File: src/rtl/tpmq_pkg.sv
// shared types and constants for the tree path max-edge query engine
// no dependencies; imported by the top, the sequencer and the checker

package tpmq_pkg;

    // node index and depth storage
    localparam int NODE_COUNT = 1024;
    localparam int NODE_BITS  = 10;
    localparam int DEPTH_BITS = 11;
    localparam logic [DEPTH_BITS-1:0] DEPTH_MAX  = 11'h7ff;
    localparam logic [DEPTH_BITS-1:0] DEPTH_ROOT = 11'h001;

    // stream beat layout
    localparam int WEIGHT_IN_BITS = 32;
    localparam int RESULT_BITS    = 32;
    localparam int NODE_LSB       = 0;
    localparam int OTHER_LSB      = 10;
    localparam int WEIGHT_LSB     = 20;
    localparam int S_TDATA_BITS   = 56;
    localparam int M_TDATA_BITS   = 32;

    typedef enum logic
    {
        CMD_ADD   = 1'b0,
        CMD_QUERY = 1'b1
    } cmd_t;

    typedef enum logic [3:0]
    {
        ST_IDLE,
        ST_A_ROOT,
        ST_A_DEP,
        ST_A_RD,
        ST_A_WR,
        ST_Q_DEP,
        ST_Q1_ANC,
        ST_Q1_DEP,
        ST_Q2_CHK,
        ST_Q_FIN,
        ST_Q_OUT
    } state_t;

endpackage

File: src/rtl/tpmq_ctrl.sv
// sequencer and datapath: fills lifting rows on add, climbs rows on query
// depends on tpmq_pkg; drives the depth ram and the lifting ram

module tpmq_ctrl
    import tpmq_pkg::*;
#(
    parameter int JUMP_LEVELS = 12,
    parameter int WEIGHT_BITS = 32,
    localparam int ROWS          = NODE_COUNT * JUMP_LEVELS,
    localparam int ROW_ADDR_BITS = $clog2(ROWS),
    localparam int LEVEL_BITS    = $clog2(JUMP_LEVELS),
    localparam int LIFT_BITS     = NODE_BITS + WEIGHT_BITS
)
(
    input  logic                     clk,
    input  logic                     rst_n,
    input  logic                     in_valid,
    output logic                     in_ready,
    input  cmd_t                     in_cmd,
    input  logic [NODE_BITS-1:0]     in_node,
    input  logic [NODE_BITS-1:0]     in_other,
    input  logic [WEIGHT_BITS-1:0]   in_weight,
    input  logic                     out_free,
    output logic                     res_valid,
    output logic [WEIGHT_BITS-1:0]   res_max,
    output logic                     dep_we,
    output logic [NODE_BITS-1:0]     dep_waddr,
    output logic [DEPTH_BITS-1:0]    dep_wdata,
    output logic [NODE_BITS-1:0]     dep_raddr_a,
    output logic [NODE_BITS-1:0]     dep_raddr_b,
    input  logic [DEPTH_BITS-1:0]    dep_rdata_a,
    input  logic [DEPTH_BITS-1:0]    dep_rdata_b,
    output logic                     lift_we,
    output logic [ROW_ADDR_BITS-1:0] lift_waddr,
    output logic [LIFT_BITS-1:0]     lift_wdata,
    output logic [ROW_ADDR_BITS-1:0] lift_raddr_a,
    output logic [ROW_ADDR_BITS-1:0] lift_raddr_b,
    input  logic [LIFT_BITS-1:0]     lift_rdata_a,
    input  logic [LIFT_BITS-1:0]     lift_rdata_b
);

    localparam logic [LEVEL_BITS-1:0] K_TOP = LEVEL_BITS'(JUMP_LEVELS - 1);

    state_t state_reg, state_next;

    logic [NODE_BITS-1:0]   x_reg, x_next;
    logic [NODE_BITS-1:0]   y_reg, y_next;
    logic [NODE_BITS-1:0]   up_reg, up_next;
    logic [DEPTH_BITS-1:0]  dx_reg, dx_next;
    logic [DEPTH_BITS-1:0]  dy_reg, dy_next;
    logic [LEVEL_BITS-1:0]  k_reg, k_next;
    logic [WEIGHT_BITS-1:0] w_reg, w_next;
    logic [WEIGHT_BITS-1:0] upm_reg, upm_next;
    logic [WEIGHT_BITS-1:0] best_reg, best_next;

    // row fields: ancestor in the low bits, max weight above
    logic [NODE_BITS-1:0]   anc_a, anc_b;
    logic [WEIGHT_BITS-1:0] max_a, max_b;

    logic                   k_last, k_zero;
    logic [LEVEL_BITS-1:0]  k_dec;
    logic                   q_swap;
    logic [NODE_BITS-1:0]   qx, qy;
    logic [DEPTH_BITS-1:0]  qdx, qdy;
    logic                   q1_jump, q1_more;
    logic [NODE_BITS-1:0]   q1_y;
    logic [DEPTH_BITS-1:0]  q1_dy;
    logic                   q2_diff;
    logic [NODE_BITS-1:0]   q2_x, q2_y;
    logic [LEVEL_BITS-1:0]  q2_lvl;

    function automatic logic [ROW_ADDR_BITS-1:0] row_addr(
        input logic [NODE_BITS-1:0]  n,
        input logic [LEVEL_BITS-1:0] k
    );
        return ROW_ADDR_BITS'(n) * ROW_ADDR_BITS'(JUMP_LEVELS) + ROW_ADDR_BITS'(k);
    endfunction

    function automatic logic [WEIGHT_BITS-1:0] wmax(
        input logic [WEIGHT_BITS-1:0] a,
        input logic [WEIGHT_BITS-1:0] b
    );
        return (a > b) ? a : b;
    endfunction

    // decisions shared by next-state and datapath logic
    always_comb
    begin
        anc_a   = lift_rdata_a[NODE_BITS-1:0];
        anc_b   = lift_rdata_b[NODE_BITS-1:0];
        max_a   = lift_rdata_a[LIFT_BITS-1:NODE_BITS];
        max_b   = lift_rdata_b[LIFT_BITS-1:NODE_BITS];

        k_last  = (k_reg == K_TOP);
        k_zero  = (k_reg == '0);
        k_dec   = k_reg - LEVEL_BITS'(1);

        // x ends up as the shallower endpoint
        q_swap  = (dep_rdata_a > dep_rdata_b);
        qx      = q_swap ? y_reg : x_reg;
        qy      = q_swap ? x_reg : y_reg;
        qdx     = q_swap ? dep_rdata_b : dep_rdata_a;
        qdy     = q_swap ? dep_rdata_a : dep_rdata_b;

        q1_jump = (dep_rdata_a >= dx_reg);
        q1_y    = q1_jump ? up_reg : y_reg;
        q1_dy   = q1_jump ? dep_rdata_a : dy_reg;
        q1_more = !k_zero && (q1_dy > dx_reg);

        q2_diff = (anc_a != anc_b);
        q2_x    = q2_diff ? anc_a : x_reg;
        q2_y    = q2_diff ? anc_b : y_reg;
        q2_lvl  = k_zero ? '0 : k_dec;
    end

    // next state
    always_comb
    begin
        state_next = state_reg;
        unique case (state_reg)
            ST_IDLE:
            begin
                if (in_valid)
                begin
                    if (in_cmd == CMD_QUERY)
                    begin
                        state_next = ST_Q_DEP;
                    end
                    else if (in_node == in_other)
                    begin
                        state_next = ST_A_ROOT;
                    end
                    else
                    begin
                        state_next = ST_A_DEP;
                    end
                end
            end
            ST_A_ROOT:
            begin
                if (k_last)
                begin
                    state_next = ST_IDLE;
                end
            end
            ST_A_DEP:
            begin
                state_next = ST_A_RD;
            end
            ST_A_RD:
            begin
                state_next = ST_A_WR;
            end
            ST_A_WR:
            begin
                state_next = k_last ? ST_IDLE : ST_A_RD;
            end
            ST_Q_DEP:
            begin
                if (dep_rdata_a != dep_rdata_b)
                begin
                    state_next = ST_Q1_ANC;
                end
                else if (x_reg == y_reg)
                begin
                    state_next = ST_Q_OUT;
                end
                else
                begin
                    state_next = ST_Q2_CHK;
                end
            end
            ST_Q1_ANC:
            begin
                state_next = ST_Q1_DEP;
            end
            ST_Q1_DEP:
            begin
                if (q1_more)
                begin
                    state_next = ST_Q1_ANC;
                end
                else if (x_reg == q1_y)
                begin
                    state_next = ST_Q_OUT;
                end
                else
                begin
                    state_next = ST_Q2_CHK;
                end
            end
            ST_Q2_CHK:
            begin
                if (k_zero)
                begin
                    state_next = ST_Q_FIN;
                end
            end
            ST_Q_FIN:
            begin
                state_next = ST_Q_OUT;
            end
            ST_Q_OUT:
            begin
                if (out_free)
                begin
                    state_next = ST_IDLE;
                end
            end
            default:
            begin
                state_next = ST_IDLE;
            end
        endcase
    end

    // outputs, memory requests and datapath register updates
    always_comb
    begin
        in_ready     = 1'b0;
        res_valid    = 1'b0;
        res_max      = best_reg;
        dep_we       = 1'b0;
        dep_waddr    = x_reg;
        dep_wdata    = DEPTH_ROOT;
        dep_raddr_a  = in_node;
        dep_raddr_b  = in_other;
        lift_we      = 1'b0;
        lift_waddr   = row_addr(x_reg, k_reg);
        lift_wdata   = {best_reg, up_reg};
        lift_raddr_a = row_addr(x_reg, k_reg);
        lift_raddr_b = row_addr(y_reg, k_reg);

        x_next    = x_reg;
        y_next    = y_reg;
        up_next   = up_reg;
        dx_next   = dx_reg;
        dy_next   = dy_reg;
        k_next    = k_reg;
        w_next    = w_reg;
        upm_next  = upm_reg;
        best_next = best_reg;

        unique case (state_reg)
            ST_IDLE:
            begin
                in_ready = 1'b1;
                if (in_valid)
                begin
                    x_next    = in_node;
                    y_next    = in_other;
                    w_next    = in_weight;
                    best_next = '0;
                    k_next    = '0;
                end
            end
            ST_A_ROOT:
            begin
                dep_we     = 1'b1;
                dep_wdata  = DEPTH_ROOT;
                lift_we    = 1'b1;
                lift_waddr = row_addr(x_reg, k_reg);
                lift_wdata = {{WEIGHT_BITS{1'b0}}, x_reg};
                k_next     = k_reg + LEVEL_BITS'(1);
            end
            ST_A_DEP:
            begin
                // parent depth is on read port b
                dep_we     = 1'b1;
                dep_wdata  = (dep_rdata_b == DEPTH_MAX) ? DEPTH_MAX
                                                        : dep_rdata_b + DEPTH_BITS'(1);
                lift_we    = 1'b1;
                lift_waddr = row_addr(x_reg, '0);
                lift_wdata = {w_reg, y_reg};
                up_next    = y_reg;
                best_next  = w_reg;
                k_next     = LEVEL_BITS'(1);
            end
            ST_A_RD:
            begin
                lift_raddr_a = row_addr(up_reg, k_dec);
            end
            ST_A_WR:
            begin
                lift_we    = 1'b1;
                lift_waddr = row_addr(x_reg, k_reg);
                lift_wdata = {wmax(best_reg, max_a), anc_a};
                up_next    = anc_a;
                best_next  = wmax(best_reg, max_a);
                k_next     = k_reg + LEVEL_BITS'(1);
            end
            ST_Q_DEP:
            begin
                k_next = K_TOP;
                if (dep_rdata_a != dep_rdata_b)
                begin
                    x_next       = qx;
                    y_next       = qy;
                    dx_next      = qdx;
                    dy_next      = qdy;
                    lift_raddr_a = row_addr(qy, K_TOP);
                end
                else
                begin
                    lift_raddr_a = row_addr(x_reg, K_TOP);
                    lift_raddr_b = row_addr(y_reg, K_TOP);
                end
            end
            ST_Q1_ANC:
            begin
                dep_raddr_a = anc_a;
                up_next     = anc_a;
                upm_next    = max_a;
            end
            ST_Q1_DEP:
            begin
                y_next    = q1_y;
                dy_next   = q1_dy;
                best_next = q1_jump ? wmax(best_reg, upm_reg) : best_reg;
                if (q1_more)
                begin
                    k_next       = k_dec;
                    lift_raddr_a = row_addr(q1_y, k_dec);
                end
                else
                begin
                    k_next       = K_TOP;
                    lift_raddr_a = row_addr(x_reg, K_TOP);
                    lift_raddr_b = row_addr(q1_y, K_TOP);
                end
            end
            ST_Q2_CHK:
            begin
                x_next       = q2_x;
                y_next       = q2_y;
                best_next    = q2_diff ? wmax(best_reg, wmax(max_a, max_b)) : best_reg;
                k_next       = q2_lvl;
                lift_raddr_a = row_addr(q2_x, q2_lvl);
                lift_raddr_b = row_addr(q2_y, q2_lvl);
            end
            ST_Q_FIN:
            begin
                best_next = wmax(best_reg, wmax(max_a, max_b));
            end
            ST_Q_OUT:
            begin
                res_valid = out_free;
            end
            default:
            begin
                in_ready = 1'b0;
            end
        endcase
    end

    always_ff @(posedge clk or negedge rst_n)
    begin
        if (!rst_n)
        begin
            state_reg <= ST_IDLE;
        end
        else
        begin
            state_reg <= state_next;
        end
    end

    always_ff @(posedge clk)
    begin
        x_reg    <= x_next;
        y_reg    <= y_next;
        up_reg   <= up_next;
        dx_reg   <= dx_next;
        dy_reg   <= dy_next;
        k_reg    <= k_next;
        w_reg    <= w_next;
        upm_reg  <= upm_next;
        best_reg <= best_next;
    end

endmodule

File: config.mk
export PLATFORM = sky130hd
export DESIGN_NAME = tpmq_ctrl
export DESIGN_NICKNAME = d
export VERILOG_FILES = /design/src/rtl/tpmq_pkg.sv /design/src/rtl/tpmq_ctrl.sv
export SDC_FILE = /design/constraint.sdc
export NUM_CORES = 1
export LEC_CHECK = 0
export BUFFER_PORTS_ARGS = -buffer_cell sky130_fd_sc_hd__buf_2
export CAP_MARGIN = 10
export CORE_MARGIN = 10
export CORE_UTILIZATION = 60
export CTS_BUF_LIST = sky130_fd_sc_hd__clkbuf_2
export DETAILED_ROUTE_END_ITERATION = 8
export PLACE_DENSITY = 0.84
export SLEW_MARGIN = 20
export SYNTH_ARGS = -nofsm -noshare
export SYNTH_HDL_FRONTEND = slang
export SYNTH_SLANG_ARGS = --single-unit
File: constraint.sdc
create_clock -name clk -period 7.6 [get_ports clk]
set_input_delay 0.76 -clock clk [delete_from_list [all_inputs] [get_ports clk]]
set_output_delay 0.76 -clock clk [all_outputs]
set_load 0.1 [all_outputs]
-- After elaboration in Yosys (flattened, before gate mapping)
Index checks and enable logic that the tools add are counted.
- shift operators: 0
- multiplexer cells: 56
- add/sub/neg operators: 13
- div/mod/pow operators: 0
- bitwise operators: 0
- $lt $le $gt $ge: 7
- equal/unequal tests: 26
- reduce and logical (&&, ||, !) cells: 22
- multiply operators: 7
- operators with widths (cell ; number):
    $mux 32 ; 7
    $pmux 32 s6 ; 1
    $gt 32x32->1 ; 4
    $pmux 42 s3 ; 1
    $mux 10 ; 10
    $add 14x4->14 ; 6
    $mul 10x2->12 const B ; 7
    $mux 14 ; 5
    $mux 11 ; 6
    $add 14x4->14 const B ; 4
    $pmux 14 s4 ; 1
    $pmux 4 s11 ; 1
    $pmux 14 s3 ; 1
    $pmux 10 s4 ; 1
    $mux 4 ; 9
    $eq 10x10->1 ; 3
    $pmux 10 s3 ; 1
    $pmux 4 s6 ; 1
    $gt 11x11->1 ; 2
    $pmux 11 s2 ; 1
    $pmux 10 s2 ; 1
    $ne 2x2->1 const B ; 9
    $eq 4x3->1 const B ; 4
    $eq 4x4->1 const B ; 4
    25 further kinds ; 41
- bits in read-only memories: 0
- input bits: 163
- memory bits (writable): 0
- memories kept: 0
- register bits after elaboration: 156
- bits in latches: 0

-- Longest topological paths before layout
- depth after elaboration: 6
- depth in mapped cells: 24
- mapped depth without buffers: 23

-- Worst setup path before layout
Ideal clock, no wire load.
- path type: input to output
- start point: input port dep_rdata_b[4]
- end point: output port lift_raddr_a[13]
- path slack: -427 ps
- stages: 20
- arrival time: 7267 ps
- buffers on the path: 2
- cell sequence: inv_1 ha_1 and4_4 nand3_4 o21a_1 a21oi_4 buf_6 clkbuf_1 mux2i_1 inv_1 ha_1 fa_1 a21o_1 maj3_1 mux2i_1 o21ai_1 o311ai_1 nand4_1 o31a_1 o31ai_1
- longest elaborated chain between the ends: 6
- elaborated cells on any way between the ends: 7
- those cells by class: 1 x add/sub; 1 x mul; 1 x order compare; 1 x eq/ne; 3 x mux
- RTL lines (element ; line ; RTL):
    start, declared ; tpmq_ctrl.sv:32 ; input logic [DEPTH_BITS-1:0] dep_rdata_b,
    $gt 11x11->1 ; tpmq_ctrl.sv:99 ; q_swap = (dep_rdata_a > dep_rdata_b);
    $mux 10 ; tpmq_ctrl.sv:101 ; qy = q_swap ? x_reg : y_reg;
    $mul 10x2->12 ; tpmq_ctrl.sv:76 ; return ROW_ADDR_BITS'(n) * ROW_ADDR_BITS'(JUMP_LEVELS) + ROW_ADDR_BITS'(k);
    $add 14x4->14 ; tpmq_ctrl.sv:76 ;
    $mux 14 (*) ; tpmq_ctrl.sv:295 ; if (dep_rdata_a != dep_rdata_b)
    $pmux 14 s4 (*) ; tpmq_ctrl.sv:244 ; unique case (state_reg)
    end, declared ; tpmq_ctrl.sv:36 ; output logic [ROW_ADDR_BITS-1:0] lift_raddr_a,
Every way passes the cells marked *; elsewhere a longest branch is shown, timed or not.

-- Worst setup path in the final report
- start point: register dx_reg[2]
- end point: output port lift_raddr_a[11]
- longest elaborated chain between the ends: 6
- elaborated cells on any way between the ends: 9
- those cells by class: 1 x add/sub; 1 x mul; 2 x order compare; 4 x mux; 1 x reduce/logical
- RTL lines (element ; line ; RTL):
    start, declared ; tpmq_ctrl.sv:49 ; logic [DEPTH_BITS-1:0] dx_reg, dx_next;
    start signal, assigned ; tpmq_ctrl.sv:373 ; dx_reg <= dx_next;
    $ge 11x11->1 ; tpmq_ctrl.sv:105 ; q1_jump = (dep_rdata_a >= dx_reg);
    $mux 10 or $mux 11 (tied branches) ; tpmq_ctrl.sv:106, tpmq_ctrl.sv:107 ;
    $mul 10x2->12 or $gt 11x11->1 (tied branches) ; tpmq_ctrl.sv:76, tpmq_ctrl.sv:108 ;
    $add 14x4->14 or $logic_and 1x1->1 (tied branches) ; tpmq_ctrl.sv:76, tpmq_ctrl.sv:108 ;
    $mux 14 (*) ; tpmq_ctrl.sv:320 ; if (q1_more)
    $pmux 14 s4 (*) ; tpmq_ctrl.sv:244 ;
Marks and branches as above.

==> out/metrics.csv <==
metric,value,unit
outcome,"finished, final reports clean",
multi_input_area,14520,um^2
synth_edf_count,152,
cts.sinks,156,
period_needed,7137,ps
seq_area,4664,um^2
relSlewSlack,29.20,%
grt_util_met1,42.86,%
die_area,41450,um^2
gp_congestion,1.062,
finalHoldViolations,0,
min_path_cells,1,
clock_latency,900,ps
start_util,60.61,%
synth_cells,2357,
io_buffers,323,
slowest_delay,580,ps
io_pins,324,
syn_nets,2783,
antenna_found_initial,3,
ys_types,104,
max_freq,140.1,MHz
fin_skew,73.85,ps
grt_max_degree,65,
routed_wl,79960,um
gr-max-usage-layer,met2,
clockBufferDepth,2,
syn_area,20220,um^2
cts_setup_buffers,0,
drt-pass1-iter-count,9,
arrival,6380,ps
crit_path_start_kind,register,
end_kind,primary output,
grt_util_met3,8.663,%
grt_pass1_wl,118500,um
grt_use_met2,60.02,%
via_count,21060,
path_clk_slew,300,ps
syn_avg_cell_area,8.580,um^2
rows,67,
r2r_slack,2300,ps
hold_end,w_reg[3]$_DFFE_PP_,
die_x,203.6,um
yosys_warnings,0,
yosysMostFrequentCell,ha_1,
synthFlopType,edfxtp_1,
crit_path_max_fanout,12,
synth_top_area_cell,edfxtp_1,
ant_nets,0,
finalSetupViolations,0,
fin_setup_tns,0,ps
ctsRootBufferMaster,clkbuf_2,
reg2reg_to,state_reg[1]$_DFFE_PN0P_,
crit_slowest_cell,a2111oi_4,
dp_hpwl,62210,um
drive_gt1_share,19.04,%
r2r-start,dx_reg[4]$_DFFE_PP_,
rsz0062_at_grt,false,
cts_tree,built,
cts-buffers-inserted,17,
hp-class,primary input to register,
core,33360,um^2
htreeDepth,4,
drv_slew,0,
fillers,2776,
async_flop_share,2.564,%
nets,3062,
synth_seq_area_share,23.07,%
ys_top_cells_by_area,"edfxtp_1, ha_1, xnor2_1, a21o_1, nand2_1",
synth_common_cells,"ha_1, nand2_1, inv_1, edfxtp_1",
wire_per_inst,25.81,um
synth-seq-cells,156,
min_from,in_weight[3],
grt_pass1_vias,20310,
tightest_slew,1060,ps
drv_cap,0,
first_iter_violations,2217,
grt.total_usage,36.50,%
path_class,register to primary output,
period_share,93.91,%
die_h,203.6,um
grt_overflow,0,
via_per_inst,6.798,
cp_data_required_time,6840,ps
path_cells,"inv_1, ha_1, a21oi_1, o21ai_1, a31oi_4, nand2_4, mux2_2, ha_1, inv_1, fa_1, o211ai_1, nor2_1, a2111oi_4, nand4b_2, nor4_1, xor2_1, o32ai_1, a2bb2oi_1, buf_2",
drc,0,
rr_worst_depth,19,
syn_to_final_growth,12.04,%
synth_top_area_share,22.57,%
layer usage:
layer	part of all wire, %	routed length (um)
met5	0	0
met4	6.1	4915
met3	11	8736
met1	37	29300
met2	46	37010
critical path: cells and delay by family, from the launching register on:
family | cells | cell delay, ps
AO/OA/AOI/OAI | 7 | 1930
adder cells (fa/ha/maj) | 3 | 890
buffers and inverters | 3 | 680
flip-flops | 1 | 440
multiplexers | 1 | 360
XOR/XNOR | 1 | 170
AND/OR/NAND/NOR | 4 | 990
repair_timing:
action,in CTS,in global routing
hold buffers,8,4
hold endpoints to repair,11,4
endpoints found under the setup margin,0,3
resized for setup,0,2
metrics by stage:
| step | cells | instance area, um^2 | setup slack (ps) | hold WS [ps] | utilization, % |
|---|---|---|---|---|---|
| 3_3_place_gp | 3053 | 22340 | 940.7 | 569.3 | 66.95 |
| 2_1_floorplan | 2357 | 20230 | 120.4 | 464.4 | - |
| 6_report | 3098 | 22660 | 463.2 | 45.53 | 67.91 |
| 5_1_grt | 3098 | 22660 | 59.77 | -20.35 | 67.91 |
| 4_1_cts | 3091 | 22600 | 438.9 | 0.8326 | 67.74 |
| 3_5_place_dp | 3053 | 22340 | 716.7 | 569.3 | 66.95 |
how the worst max path moves through the flow:
stage | startpoint | endpoint | slack [ps]
after floorplan | lift_rdata_b[41] | res_max[0]$_DFFE_PP_ | 120
after global placement | dep_rdata_b[7] | lift_raddr_a[10] | 940
after detailed placement | dep_rdata_b[6] | lift_raddr_a[13] | 720
after CTS | dx_reg[4]$_DFFE_PP_ | lift_raddr_a[10] | 440
after global routing | dx_reg[4]$_DFFE_PP_ | lift_raddr_a[12] | 60
final | dx_reg[2]$_DFFE_PP_ | lift_raddr_a[11] | 460
layout by cell type (no fill, tap or decap), types with 99 or more instances in the layout:
cell and instances:
a21o_1 104, inv_1 175, nand2_1 198, a21oi_1 139, o21ai_0 109, xnor2_1 99, nor2_1 136, ha_1 250
edfxtp_1 152, buf_2 320
kinds of logic after synthesis:
logic type / count (synthesis) / share of synthesized area, %
fa+ha+maj: 265 / 16.85
flops: 156 / 23.07
xor+xnor: 174 / 7.536
buf+inv: 288 / 5.642
simple gates: 655 / 16.27
mux: 107 / 5.704
compound gates: 712 / 24.93
cell type report:
| class | count | area share [%] |
|---|---|---|
| clock inverter | 12 | 0.4031 |
| antenna | 3 | 0.03313 |
| timing repair buffer | 372 | 9.089 |
| clock buffer | 18 | 0.3976 |
| multi-input combinational | 1913 | 64.10 |
| tap | 448 | 2.474 |
| sequential | 156 | 20.59 |
| inverter | 176 | 2.916 |
Power is left out: the tool's default activity adds up to more than one toggle a clock period on the data nets, which glitch-free logic cannot reach.
