<file path="src/rtl/tpmq_ram.sv">
// simple dual-read synchronous ram: one write port, two registered read ports
// used for the depth table and the ancestor/max table; no package dependency

module tpmq_ram
#(
    parameter int WIDTH = 8,
    parameter int DEPTH = 16,
    localparam int ADDR_BITS = $clog2(DEPTH)
)
(
    input  logic                 clk,
    input  logic                 wr_en,
    input  logic [ADDR_BITS-1:0] wr_addr,
    input  logic [WIDTH-1:0]     wr_data,
    input  logic [ADDR_BITS-1:0] rd_addr_a,
    output logic [WIDTH-1:0]     rd_data_a,
    input  logic [ADDR_BITS-1:0] rd_addr_b,
    output logic [WIDTH-1:0]     rd_data_b
);

    logic [WIDTH-1:0] mem [DEPTH];
    logic [WIDTH-1:0] rd_a_reg;
    logic [WIDTH-1:0] rd_b_reg;

    always_ff @(posedge clk)
    begin
        if (wr_en)
        begin
            mem[wr_addr] <= wr_data;
        end
        rd_a_reg <= mem[rd_addr_a];
        rd_b_reg <= mem[rd_addr_b];
    end

    assign rd_data_a = rd_a_reg;
    assign rd_data_b = rd_b_reg;

endmodule

</file>
<file path="config.mk">
export PLATFORM = sky130hd
export DESIGN_NAME = tpmq_ram
export DESIGN_NICKNAME = d
export VERILOG_FILES = /design/src/rtl/tpmq_ram.sv
export SDC_FILE = /design/constraint.sdc
export NUM_CORES = 1
export LEC_CHECK = 0
export BUFFER_PORTS_ARGS = -buffer_cell sky130_fd_sc_hd__buf_4
export CAP_MARGIN = 0
export CELL_PAD_IN_SITES_DETAIL_PLACEMENT = 1
export CELL_PAD_IN_SITES_GLOBAL_PLACEMENT = 2
export CORE_MARGIN = 2
export CORE_UTILIZATION = 49
export CTS_BUF_LIST = sky130_fd_sc_hd__clkbuf_2
export CTS_CLUSTER_SIZE = 10
export DETAILED_ROUTE_END_ITERATION = 12
export PLACE_DENSITY_LB_ADDON = 0.15
export SETUP_SLACK_MARGIN = 0.15
export SLEW_MARGIN = 25
export SYNTH_ARGS = -nofsm -noshare
export SYNTH_HDL_FRONTEND = slang
export SYNTH_SLANG_ARGS = --single-unit
</file>
<file path="constraint.sdc">
create_clock -name clk -period 2.05 [get_ports clk]
set_clock_uncertainty 0.05 [all_clocks]
set_input_delay 0 -clock clk [delete_from_list [all_inputs] [get_ports clk]]
set_output_delay 0 -clock clk [all_outputs]
set_load 0.1 [all_outputs]
</file>
Word level (Yosys, flattened, before mapping):

Memory sizes are Yosys's and may differ from the RTL's. A register that Yosys moved wholly into a read port is not among the register bits.
Cells that the tools add are included.

* flip-flop bits (word level): 0
* RAM bits: 128
* bits of input ports: 22
* output and inout port bits: 16
* logic and storage cells: 3
* memories kept: 1

* multiplexer cells: 2

Memories
* mem: words 16, bits a word 8, read ports 2, clocked after memory_dff 2, write ports 1, RTL line 21 `logic [WIDTH-1:0] mem [DEPTH];`

Operator list (count)
* $mux W1: 2

Longest topological paths before layout:

Gate-level depths: netlist of run 1.

* depth in word-level cells: 2
* gate-level depth with buffers: 5
* depth with buffers taken out: 3

Worst setup path before layout of run 1:

OpenSTA, ideal clock, no wires.

* path kind: input -> register
* start point: input port wr_addr[2]
* end point: memory mem[0][0], enable pin
* library setup time: 0.383 ns
* data arrival time: 1.110 ns
* data required time: 1.617 ns
* path slack: 0.507 ns
* cell stages on the path: 2
* path buffers: 0
* path through: or3b_2 > nor3_1

RTL lines
* from (decl): RTL line 13 `input logic [ADDR_BITS-1:0] wr_addr,`
* to (decl): RTL line 21

Straight into the memory's write port.

==> reports/qor_table.md, run 1 <==
| Quantity | Reported |
| --- | --- |
| Switching Power | 0.001572 W |
| Relative slew slack | 66.00% |
| DP Area | 6884 sq um |
| Cell type with the highest aggregate area in the netlist | edfxtp_1 |
| Sum of routed wire length over all layers | 14560 microns |
| CP arrival | 2.37 ns |
| End-of-flow core utilization | 59.35% |
| Number of nets in the layout | 419 |
| Sequential power share | 54.7% |
| Core Region | 12620 sq um |
| Synthesized flop and latch total | 144 |
| Internal Pwr Total | 0.004493 W |
| Weighted congestion reported at the end of routability-driven placement | 0.7469 |
| Total Die Area | 13880 sq um |
| Area of the multi-input gates | 2019 sq um |
| Pwr Density | 809.8 nW/um^2 |
| Top Family by Delay on Critical Path | buffers and inverters |
| Critical Path RT | 2.59 ns |
| Mean instance size in the synthesized netlist | 20.67 sq um |
| Via total after detailed routing | 3424 |
| Number of search-and-repair iterations in the first detailed-routing pass | 4 |
| Most instantiated flip-flop cell in the synthesis netlist | edfxtp_1 |
| FF/Latch Area | 4164 sq um |
| Die height | 117.8 microns |
| Global-route total usage across every layer | 22.71% |
| Count of endpoints failing hold in the final timing report | 0 |
| Final worst path period need | 1.831 ns |
| Number of violations reported at the end of detailed-routing iteration 0 | 247 |
| Maximum Capacitance Violations | 0 |
| Most area-consuming cells after synthesis | edfxtp_1 61%, mux4_2 12%, mux4_1 12% |
| Setup TNS after final layout | 0 ns |
| Clock tree root driver cell | clkbuf_2 |
| Worst path slowest cell | dlygate4sd3_1 |
| Detail Placement HPWL | 9503 microns |
| Htree depth | 4 |
| Layout Cell Area excl Fill | 7490 sq um |
| Peak per-stage delay on the critical path | 0.58 ns |
| Clock tree from TritonCTS | built |
| Total congestion overflow | 0 |
| Min-Delay Path Class | input pin to flop |
| Maximum number of pins on one net before global-route repair | 33 |
| Number of enable flip-flop cells after synthesis | 128 |
| Number of I/O port buffers | 37 |
| Average wire length per cell after detail routing | 25.01 microns |
| Logic gate share of total power | 13.8% |
| # clock sinks | 144 |
| Clock transition at the registers of the reported paths | 0.20 ns |
| Buffer levels on the longest clock path | 2 |
| Portion of the post-synthesis area used by sequential elements | 65.62% |
| Share of post-route cells with drive strength above 1 | 32.44% |
| Leakage | 2.606 nW |
| Count of fill cells added during filler insertion | 1129 |
| Peak Freq | 546.1 MHz |
| Commonest cells in the netlist | 128 x edfxtp_1, 34 x mux4_2, 32 x a22oi_1, 28 x mux4_1, 17 x nand2_1 |
| Area added between synthesis and finish | 18.02% |
| Library cell with the highest instance count after synthesis | edfxtp_1 |
| Run status | completed |
| Net switching share of the total power | 25.91% |
| Vias per inst | 5.883 |
| Cells along the critical path | mux4_2 > dlygate4sd3_1 > a22oi_2 > nand2_1 |
| Synth Instances | 307 |
| Count of final setup violators | 0 |
| Initial antenna violation count | 0 |
| Syn Std Cell Area | 6346 sq um |
| Category of the worst setup path launch point | flop |
| Crit path capture type | flop |
| Drc violations | 0 |
| Remaining number of nets flagged by the antenna check after routing | 0 |
| First-pass GRT wire length | 22450 microns |
| RSZ-0062 raised after global routing | no |
| Fraction of post-synthesis cell area in the top cell type by area | 60.57% |
| Inserted Clock Buffers | 17 |
| Antenna diode instance count | 0 |
| Share of the clock period used by the worst path after layout | 89.32% |
| Max Fanout on Critical Path | 2 |
| Starting Density | 50.29% |
| Fraction of synthesis flops using an asynchronous set or reset pin | 0% |
| Path type of the worst setup path | flop to flop |
| Number of pins exceeding their max-slew limit in the final report | 0 |
| Die outline width | 117.8 microns |
| Number of global-route vias before repair | 3841 |
| Peak supply drop | 0.4250 mV |
| Core Rows | 41 |
| Number of nets in the synthesized netlist | 329 |
| Latest clock arrival within the worst-skew pair | 0.68 ns |
| Distinct cells, synth | 20 |
| I/O Pins | 38 |
| Share of power burned in the clock network | 31.5% |
| Count of buffering cells on the critical path with inverters included | 1 |
| Syn. warnings | 0 |
| Pin slew with the least headroom to its limit | 0.5100 ns |
==> state kept, by name, indices dropped and copies added (netlist names) <==
| signal | cells |
|---|---|
| rd_data_a | 8 |
| mem | 128 |
| rd_data_b | 8 |
==> power by group through the flow <==
stage / sequential, W / clock [W] / combinational [W]
global placement: 0.00338 / 0 / 0.000791
floorplan: 0.00364 / 0 / 0.000297
detailed placement: 0.00338 / 0 / 0.000797
finish: 0.00332 / 0.00191 / 0.000834
CTS: 0.00332 / 0.00196 / 0.000841
global route: 0.00333 / 0.00207 / 0.000877
==> per-layer routing <==
| layer | up-vias | GRT usage, % | wire, microns |
|---|---|---|---|
| met2 | 158 | 38.26 | 7520 |
| met3 | 24 | 4.457 | 1204 |
| li1 | 1519 | - | - |
| met4 | 0 | 11.52 | 426 |
| met1 | 1723 | 28.10 | 5406 |
| met5 | - | 0 | 0 |
==> kinds of logic (layout without fill, tap and decap cells) <==
kind of cell	count (synthesis)	in the layout	synth area share [%]
AO/OA/AOI/OAI	32	32	3.785
buffers and inverters	20	123	2.721
multiplexers	64	64	24.45
AND/OR/NAND/NOR	47	47	3.430
flip-flops	144	144	65.62
==> per-stage QoR <==
stage	setup slack, ns	hold WS [ns]	instances	total power (W)
6_report	0.2189	0.1011	582	0.006065
5_1_grt	0.1570	0.02922	582	0.006280
4_1_cts	0.1666	0.01741	582	0.006122
3_5_place_dp	0.3615	0.2684	520	0.004182
3_3_place_gp	0.3791	0.2515	520	0.004171
2_1_floorplan	0.5071	0.04887	307	0.003938
==> final cells by class <==
cell class,instances,area share [%]
sequential,144,55.60
timing repair buffer,91,10.52
tap,172,2.873
clock inverter,15,2.907
multi-input combinational,143,26.96
clock buffer,17,1.136
==> cell usage in the layout, fill, tap and decap left out <==
master and n:
or3b_2 1, and2_1 2, clkinv_4 2, nor2_1 14
mux4_2 34, and2b_1 2, dfxtp_1 16, mux4_1 28
nand3_1 1, nor3_1 4, clkbuf_2 17, clkinv_1 2
nand3b_1 2, dlygate4sd3_1 27, nand2_1 17, nor2b_1 2
nand2b_1 2, buf_12 3, bufinv_16 5, mux4_4 2
a22oi_1 30, a22oi_2 2, buf_4 61, clkinv_2 1
clkinvlp_4 5, edfxtp_1 128
==> timing repair <==
| item | 4_1_cts | 5_1_grt |
|---|---|---|
| setup endpoints to repair | 0 | 4 |
| gates resized for setup | 0 | 2 |
| setup buffers | 0 | 3 |
| hold buffers | 30 | 0 |
| hold endpoints to repair | 272 | 0 |
==> final timing paths <==
check                                start            to  slack [ns]  depth (start not counted)
worst max-delay path            mem[15][4]  rd_data_b[4]        0.22                          4
worst min-delay path            wr_data[6]    mem[10][6]        0.10                          2
worst max register to register  mem[15][4]  rd_data_b[4]        0.22                          4
worst min register to register  mem[14][3]  rd_data_b[3]        0.66                          3
==> worst register-to-register path, delay by kind of cell, from the launching register on <==
| kind | cells | cell delay, ns |
|---|---|---|
| simple gates | 1 | 0.07 |
| compound gates | 1 | 0.16 |
| flops | 1 | 0.43 |
| mux | 1 | 0.46 |
| buf+inv | 1 | 0.58 |
Power figures use the tool's default switching activity.
==> inputs of run 2 (changes only) <==
ABC_AREA = 1   (was default)
CORE_UTILIZATION = 39   (was 49)
==> reports/qor_table.md, run 2 <==
| Quantity | Reported | Change |
| --- | --- | --- |
| Met1 track demand over resource in global routing | 37.22% | +9.1 points |
| Relative slew slack | 33.30% | -33 points |
| Number of I/O port buffers | 37 | unchanged |
| Top Family by Delay on Critical Path | buffers and inverters |  |
| Path type of the worst setup path | input pin to flop |  |
| Crit Reg-Reg Endpoint | rd_data_a[7] |  |
| Detail Placement HPWL | 15830 microns | +67% |
| Peak Freq | 581.0 MHz | +6.4% |
| Met3 usage in global routing | 3.590% | -0.87 points |
| Global-route total usage across every layer | 26.47% | +3.8 points |
| Number of flip-flops in the largest register | 128 | unchanged |
| Synthesized flop and latch total | 144 | unchanged |
| Peak per-stage delay on the critical path | 0.55 ns | -0.03 ns |
| Count of cells along the worst register-to-register path | 7 | +3 |
| Critical Path RT | 2.65 ns | +0.06 ns |
| Most area-consuming cells after synthesis | edfxtp_1 53%, nand3_1 16%, nand2_1 14% |  |
| Starting Density | 40.14% | -10 points |
| Total setup buffers inserted after CTS | 0 | unchanged |
| Fraction of post-synthesis cell area in the top cell type by area | 52.95% | -7.6 points |
| Crit path capture type | flop |  |
| Vias per inst | 5.368 | -8.8% |
| Most instantiated flip-flop cell in the synthesis netlist | edfxtp_1 |  |
| Count of endpoints failing hold in the final timing report | 0 | unchanged |
| Logic gate share of total power | 16.7% | +2.9 points |
| DP Area | 7714 sq um | +12% |
| Share of power burned in the clock network | 30.6% | -0.9 points |
| Setup TNS after final layout | 0 ns | unchanged |
| Sequential power share | 52.7% | -2.0 points |
| Remaining number of nets flagged by the antenna check after routing | 0 | unchanged |
| Worst flop-to-flop path startpoint | mem[4][7] |  |
| RSZ-0062 raised after global routing | no |  |
| Most Used Layer, Global Route | met2 |  |
| Distinct cells, synth | 13 | -35% |
| Net switching share of the total power | 30.55% | +4.6 points |
| Area added between synthesis and finish | 14.18% |  |
| Worst Hold Path Cells | 2 | unchanged |
| Portion of the post-synthesis area used by sequential elements | 57.36% | -8.3 points |
| CP dominant cell by count | nand3_1 |  |
| Design Power | 0.006284 W | +3.6% |
| Sum of routed wire length over all layers | 25340 microns | +74% |
| Total stage count of the critical path | 10 | +6 |
| Number of enable flip-flop cells after synthesis | 128 | unchanged |
| Maximum Capacitance Violations | 0 | unchanged |
| Endpoint of the worst setup timing path | rd_data_a[7] |  |
| Number of pins exceeding their max-slew limit in the final report | 0 | unchanged |
| Number of nets in the layout | 933 | +120% |
| Average wire length per cell after detail routing | 21.96 microns | -12% |
| Number of search-and-repair iterations in the first detailed-routing pass | 5 | +1 |
| Buffer levels on the longest clock path | 2 | unchanged |
| Synth Instances | 851 | +180% |
| Share of the clock period used by the worst path after layout | 83.96% | -5.4 points |
| Internal Pwr Total | 0.004364 W | -2.9% |
| Share of post-route cells with drive strength above 1 | 10.17% | -22 points |
| Die outline width | 140.4 microns | +19% |
| Syn Std Cell Area | 7259 sq um | +14% |
| Register-to-Register Setup Slack | 0.37 ns | +0.15 ns |
| Register with the most flip-flops | mem |  |
| Met2 routing resource usage after global routing | 42.36% | +4.1 points |
| Commonest cells in the netlist | 277 x nand2_1, 225 x nand3_1, 134 x inv_1, 128 x edfxtp_1, 26 x buf_2 |  |
| Worst Hold Margin | 0.07096 ns | -0.03012 ns |
| Library cell with the highest instance count after synthesis | nand2_1 |  |
| Crit. Startpoint | rd_addr_a[0] |  |
| Clock tree from TritonCTS | built |  |
| Total congestion overflow | 0 | unchanged |
| Maximum number of pins on one net before global-route repair | 65 | +97% |
| Switching Power | 0.001920 W | +22% |
| Count of buffering cells on the critical path with inverters included | 5 | +4 |
| Leading cell type in the layout, fill and taps excluded | nand2_1 |  |
| Pin slew with the least headroom to its limit | 0.9969 ns | +0.4869 ns |
| Cells along the critical path | dlygate4sd3_1 > buf_4 > inv_2 > buf_12 > nand2_1 > nand3_1 > nand3_1 > nand3_1 > nand2_1 > dlygate4sd3_1 |  |
| I/O Pins | 38 | unchanged |
| Final worst path period need | 1.721 ns | -0.1099 ns |
| # clock sinks | 144 | unchanged |
| Clock transition at the registers of the reported paths | 0.22 ns | +0.02 ns |
| Mean instance size in the synthesized netlist | 8.531 sq um | -59% |
| Run status | completed |  |
| Latest clock arrival within the worst-skew pair | 0.73 ns | +0.05 ns |
| Count of final setup violators | 0 | unchanged |
| Number of nets in the synthesized netlist | 873 | +170% |
| Leakage | 3.738 nW | +43% |
| Initial antenna violation count | 1 | +1 |
| Number of global-route vias before repair | 6297 | +64% |
| Weighted congestion reported at the end of routability-driven placement | 0.7946 | +6.4% |
| First-pass GRT wire length | 38160 microns | +70% |
| Max Fanout on Critical Path | 53 | +51 |
| Layout Cell Area excl Fill | 8289 sq um | +11% |
| Fraction of synthesis flops using an asynchronous set or reset pin | 0% | unchanged |
| Inserted Clock Buffers | 17 | unchanged |
| Min-Delay Path Class | input pin to flop |  |
| Die height | 140.4 microns | +19% |
| Number of violations reported at the end of detailed-routing iteration 0 | 459 | +86% |
| Clock tree root driver cell | clkbuf_2 |  |
| Total Die Area | 19720 sq um | +42% |
| Most used cells in the layout excluding fill and tap cells | 277 x nand2_1, 225 x nand3_1, 134 x inv_1 |  |
| Htree depth | 4 | unchanged |
| Core Region | 18090 sq um | +43% |
| Category of the worst setup path launch point | input pin |  |
| Via total after detailed routing | 6195 | +81% |
| Peak supply drop | 0.2892 mV | -32% |
| CP arrival | 2.32 ns | -0.05 ns |
| Drc violations | 0 | unchanged |
| Core Rows | 49 | +20% |
| Pwr Density | 758.0 nW/um^2 | -6.4% |
| Syn. warnings | 0 | unchanged |
| Cell type with the highest aggregate area in the netlist | edfxtp_1 |  |
| Worst path slowest cell | dlygate4sd3_1 |  |
run 2: cell count changes after synthesis, moves of 6 or more:
cell | previous run | this run
inv_1 | 0 | 134
a22oi_1 | 32 | 0
buf_6 | 6 | 14
buf_2 | 6 | 26
mux4_1 | 28 | 0
nand3_1 | 1 | 225
mux4_2 | 34 | 0
clkdlybuf4s25_2 | 6 | 0
nand2_1 | 17 | 277
run 2: kinds of logic after synthesis:
| family | count (synthesis) | share of synthesized area (%) |
|---|---|---|
| buffers and inverters | 186 | 11.72 |
| DFF | 144 | 57.36 |
| and+or+nand+nor | 521 | 30.92 |
run 2: cell type report:
type | instances | area, sq um
tap | 229 | 286.5
clock inverter | 14 | 188.9
fill | 2153 | 9797
sequential | 144 | 4164
timing repair buffer | 89 | 794.5
clock buffer | 18 | 90.09
inverter | 138 | 518.0
multi-input combinational | 521 | 2245
antenna | 1 | 2.502
run 2: worst min-delay path by stage:
stage | startpoint | endpoint | slack [ns]
3_3_place_gp | wr_data[4] | mem[9][4] | 0.27
5_1_grt | wr_data[4] | mem[4][4] | 0.03
2_1_floorplan | wr_data[0] | mem[0][0] | 0.05
4_1_cts | wr_data[4] | mem[4][4] | 0.0007
6_report | wr_data[4] | mem[13][4] | 0.07
3_5_place_dp | wr_data[4] | mem[9][4] | 0.28
run 2: power by group through the flow:
stage / Sequential [W] / Clock, W / Combinational (W)
global route: 0.00332 / 0.00206 / 0.00112
global placement: 0.00337 / 0 / 0.000977
CTS: 0.00331 / 0.00196 / 0.00105
floorplan: 0.00363 / 0 / 0.000413
finish: 0.00331 / 0.00193 / 0.00105
detailed placement: 0.00338 / 0 / 0.000997
run 2: per-stage QoR:
stage	util, %	setup WS (ns)	instances
CTS	45.85	0.2230	1154
finish	45.83	0.3288	1154
global route	45.83	0.2531	1154
floorplan	-	1.049	851
detailed placement	42.65	0.4982	1092
global placement	42.65	0.5064	1092
run 2: what timing repair did:
| item | CTS | global route |
|---|---|---|
| setup endpoints to repair | 0 | 16 |
| hold endpoints to repair | 272 | 0 |
| hold buffers | 30 | 0 |
| gates resized for setup | 0 | 1 |
run 2: layer usage:
| metal | routed length [microns] | vias up |
|---|---|---|
| li1 | - | 2856 |
| met1 | 11600 | 3112 |
| met2 | 12000 | 189 |
| met3 | 1168 | 38 |
| met4 | 578 | 0 |
| met5 | 0 | - |
==> inputs of run 3 (changes only) <==
ABC_AREA = 0   (was 1)
CORE_UTILIZATION = 45   (was 39)
clock period = 1.4 ns   (was 2.05 ns; I/O delays follow)
==> reports/qor_table.md, run 3 (synthesis gave the netlist of run 1 again) <==
| Quantity | Reported | Change |
| --- | --- | --- |
| Run status | complete, but fails checks |  |
| Failing checks | negative setup slack |  |
| Final worst path period need | 1.494 ns |  |
| Die outline width | 122.8 microns | -13% |
| Inserted Clock Buffers | 17 | unchanged |
| Clock transition at the registers of the reported paths | 0.20 ns | -0.02 ns |
| Number of I/O port buffers | 37 | unchanged |
| Total Die Area | 15070 sq um | -24% |
| Average wire length per cell after detail routing | 27.16 microns | +24% |
| Number of violations reported at the end of detailed-routing iteration 0 | 446 | -2.8% |
| Remaining number of nets flagged by the antenna check after routing | 0 | unchanged |
| Number of placed instances with taps included | 552 | -49% |
| Pwr Density | 1093 nW/um^2 | +44% |
| Clock tree from TritonCTS | built |  |
| Most used cells in the layout excluding fill and tap cells | 128 x edfxtp_1, 62 x buf_4, 60 x mux4_2 |  |
| RSZ-0062 raised after global routing | yes |  |
| Buffer levels on the longest clock path | 2 | unchanged |
| Pin slew with the least headroom to its limit | 0.7716 ns | -0.2253 ns |
| Share of the clock period used by the worst path after layout | 106.7% |  |
| Worst path slowest cell | mux4_4 |  |
| Design Power | 0.008689 W | +38% |
| Register with the most flip-flops | mem |  |
| Core Rows | 43 | -12% |
| Latest clock arrival within the worst-skew pair | 0.72 ns | about the same |
| Crit path capture type | flop |  |
| Peak supply drop | 0.5702 mV | +97% |
| Number of global-route vias before repair | 3911 | -38% |
| Cells along the critical path | mux4_4 > a22oi_2 > nand2_1 |  |
| Sum of routed wire length over all layers | 16790 microns | -34% |
| Count of endpoints failing hold in the final timing report | 0 | unchanged |
| Leading cell type in the layout, fill and taps excluded | edfxtp_1 |  |
| Share of post-route cells with drive strength above 1 | 51.83% | +42 points |
| Leakage | 2.710 nW | -27% |
| Top Family by Delay on Critical Path | multiplexers |  |
| Min-Delay Path Class | input pin to flop |  |
| Vias per inst | 5.981 | +11% |
| Worst flop-to-flop path startpoint | mem[3][0] |  |
| Initial antenna violation count | 1 | unchanged |
| Count of cells along the worst register-to-register path | 3 | -4 |
| PnR worst setup slack | -0.09409 ns | -0.4229 ns |
| Crit Reg-Reg Endpoint | rd_data_a[0] |  |
| Weighted congestion reported at the end of routability-driven placement | 0.7355 | -7.4% |
| Path type of the worst setup path | flop to flop |  |
| Dpl ws | -0.07957 ns | -0.5778 ns |
| Area added between synthesis and finish | 25.26% |  |
| Total stage count of the critical path | 3 | -7 |
| Number of nets in the layout | 445 | -52% |
| Number of pins exceeding their max-slew limit in the final report | 0 | unchanged |
| Category of the worst setup path launch point | flop |  |
| I/O Pins | 38 | unchanged |
| First-pass GRT wire length | 24690 microns | -35% |
| Relative slew slack | 48.33% | +15 points |
| Endpoint of the worst setup timing path | rd_data_a[0] |  |
| Crit. Startpoint | mem[3][0] |  |
| Critical Path RT | 1.98 ns | -0.67 ns |
| Clock tree root driver cell | clkbuf_2 |  |
| Global-route total usage across every layer | 24.35% | -2.1 points |
| Via total after detailed routing | 3696 | -40% |
| Count of final setup violators | 1 | +1 |
| CP arrival | 2.08 ns | -0.24 ns |
| Number of search-and-repair iterations in the first detailed-routing pass | 5 | unchanged |
| Max Fanout on Critical Path | 2 | -96% |
| Maximum Capacitance Violations | 0 | unchanged |
| Peak Freq | 669.3 MHz |  |
| # clock sinks | 144 | unchanged |
| Total congestion overflow | 0 | unchanged |
| Count of buffering cells on the critical path with inverters included | 0 | -5 |
| Peak per-stage delay on the critical path | 0.63 ns | +0.08 ns |
| Detail Placement HPWL | 10900 microns | -31% |
| Number of flip-flops in the largest register | 128 | unchanged |
| Maximum number of pins on one net before global-route repair | 18 | -72% |
| Post-Layout Cell Count | 618 | -46% |
| Htree depth | 4 | unchanged |
| Die height | 122.8 microns | -13% |
| Drc violations | 0 | unchanged |
| Starting Density | 45.90% | +5.8 points |
| Register-to-Register Setup Slack | -0.09 ns | -0.46 ns |
| Core Region | 13830 sq um | -24% |
-- run 3: power by group --
group	leakage [nW]	total, W	switching (W)	internal (W)
combinational	1.28	0.00151	0.000846	0.000664
clock	0.138	0.00228	0.00148	0.000802
sequential	1.29	0.00490	0.0000859	0.00482
-- run 3: final cells by class --
cell class              instances  area (sq um)
diodes                          2         5.005
repair buffers                117          1246
multi-input cells             143          2064
flip-flops and latches        144          4192
fillers                      1219          5878
clock buffers                  19         95.09
clock inverters                13         121.4
well taps                     180         225.2
-- run 3: repair_timing --
item,CTS,global route
pin swaps,22,10
setup buffers,0,0
gates resized for setup,107,14
endpoints found under the hold margin,272,0
setup endpoints to repair,32,32
hold buffers,32,0
-- run 3: worst min-delay path by stage --
stage,startpoint,to,slack (ns),depth (start not counted)
after detailed placement,wr_data[3],mem[4][3],0.26,1
after global routing,wr_data[0],mem[15][0],0.01,2
after floorplan,wr_data[0],mem[0][0],0.05,0
final,wr_data[5],mem[7][5],0.06,2
after global placement,wr_data[3],mem[6][3],0.24,1
after CTS,wr_data[3],mem[6][3],0.001,2
-- run 3: stage by stage --
stage | util (%) | TNS (ns) | area [sq um] | hold WS [ns]
floorplan | - | 0 | 6354 | 0.04887
global placement | 51.58 | -0.1730 | 7132 | 0.2402
detailed placement | 51.58 | -0.4132 | 7132 | 0.2603
CTS | 57.14 | -0.1593 | 7901 | 0.0009536
global route | 57.49 | -0.6451 | 7949 | 0.01039
finish | 57.49 | -0.09409 | 7949 | 0.06288
-- run 3: per-layer routing --
layer,global-route usage (%),wire length [microns]
met3,4.275,820
met5,0,0
met2,40.54,8854
met1,31.78,6690
met4,10.13,423
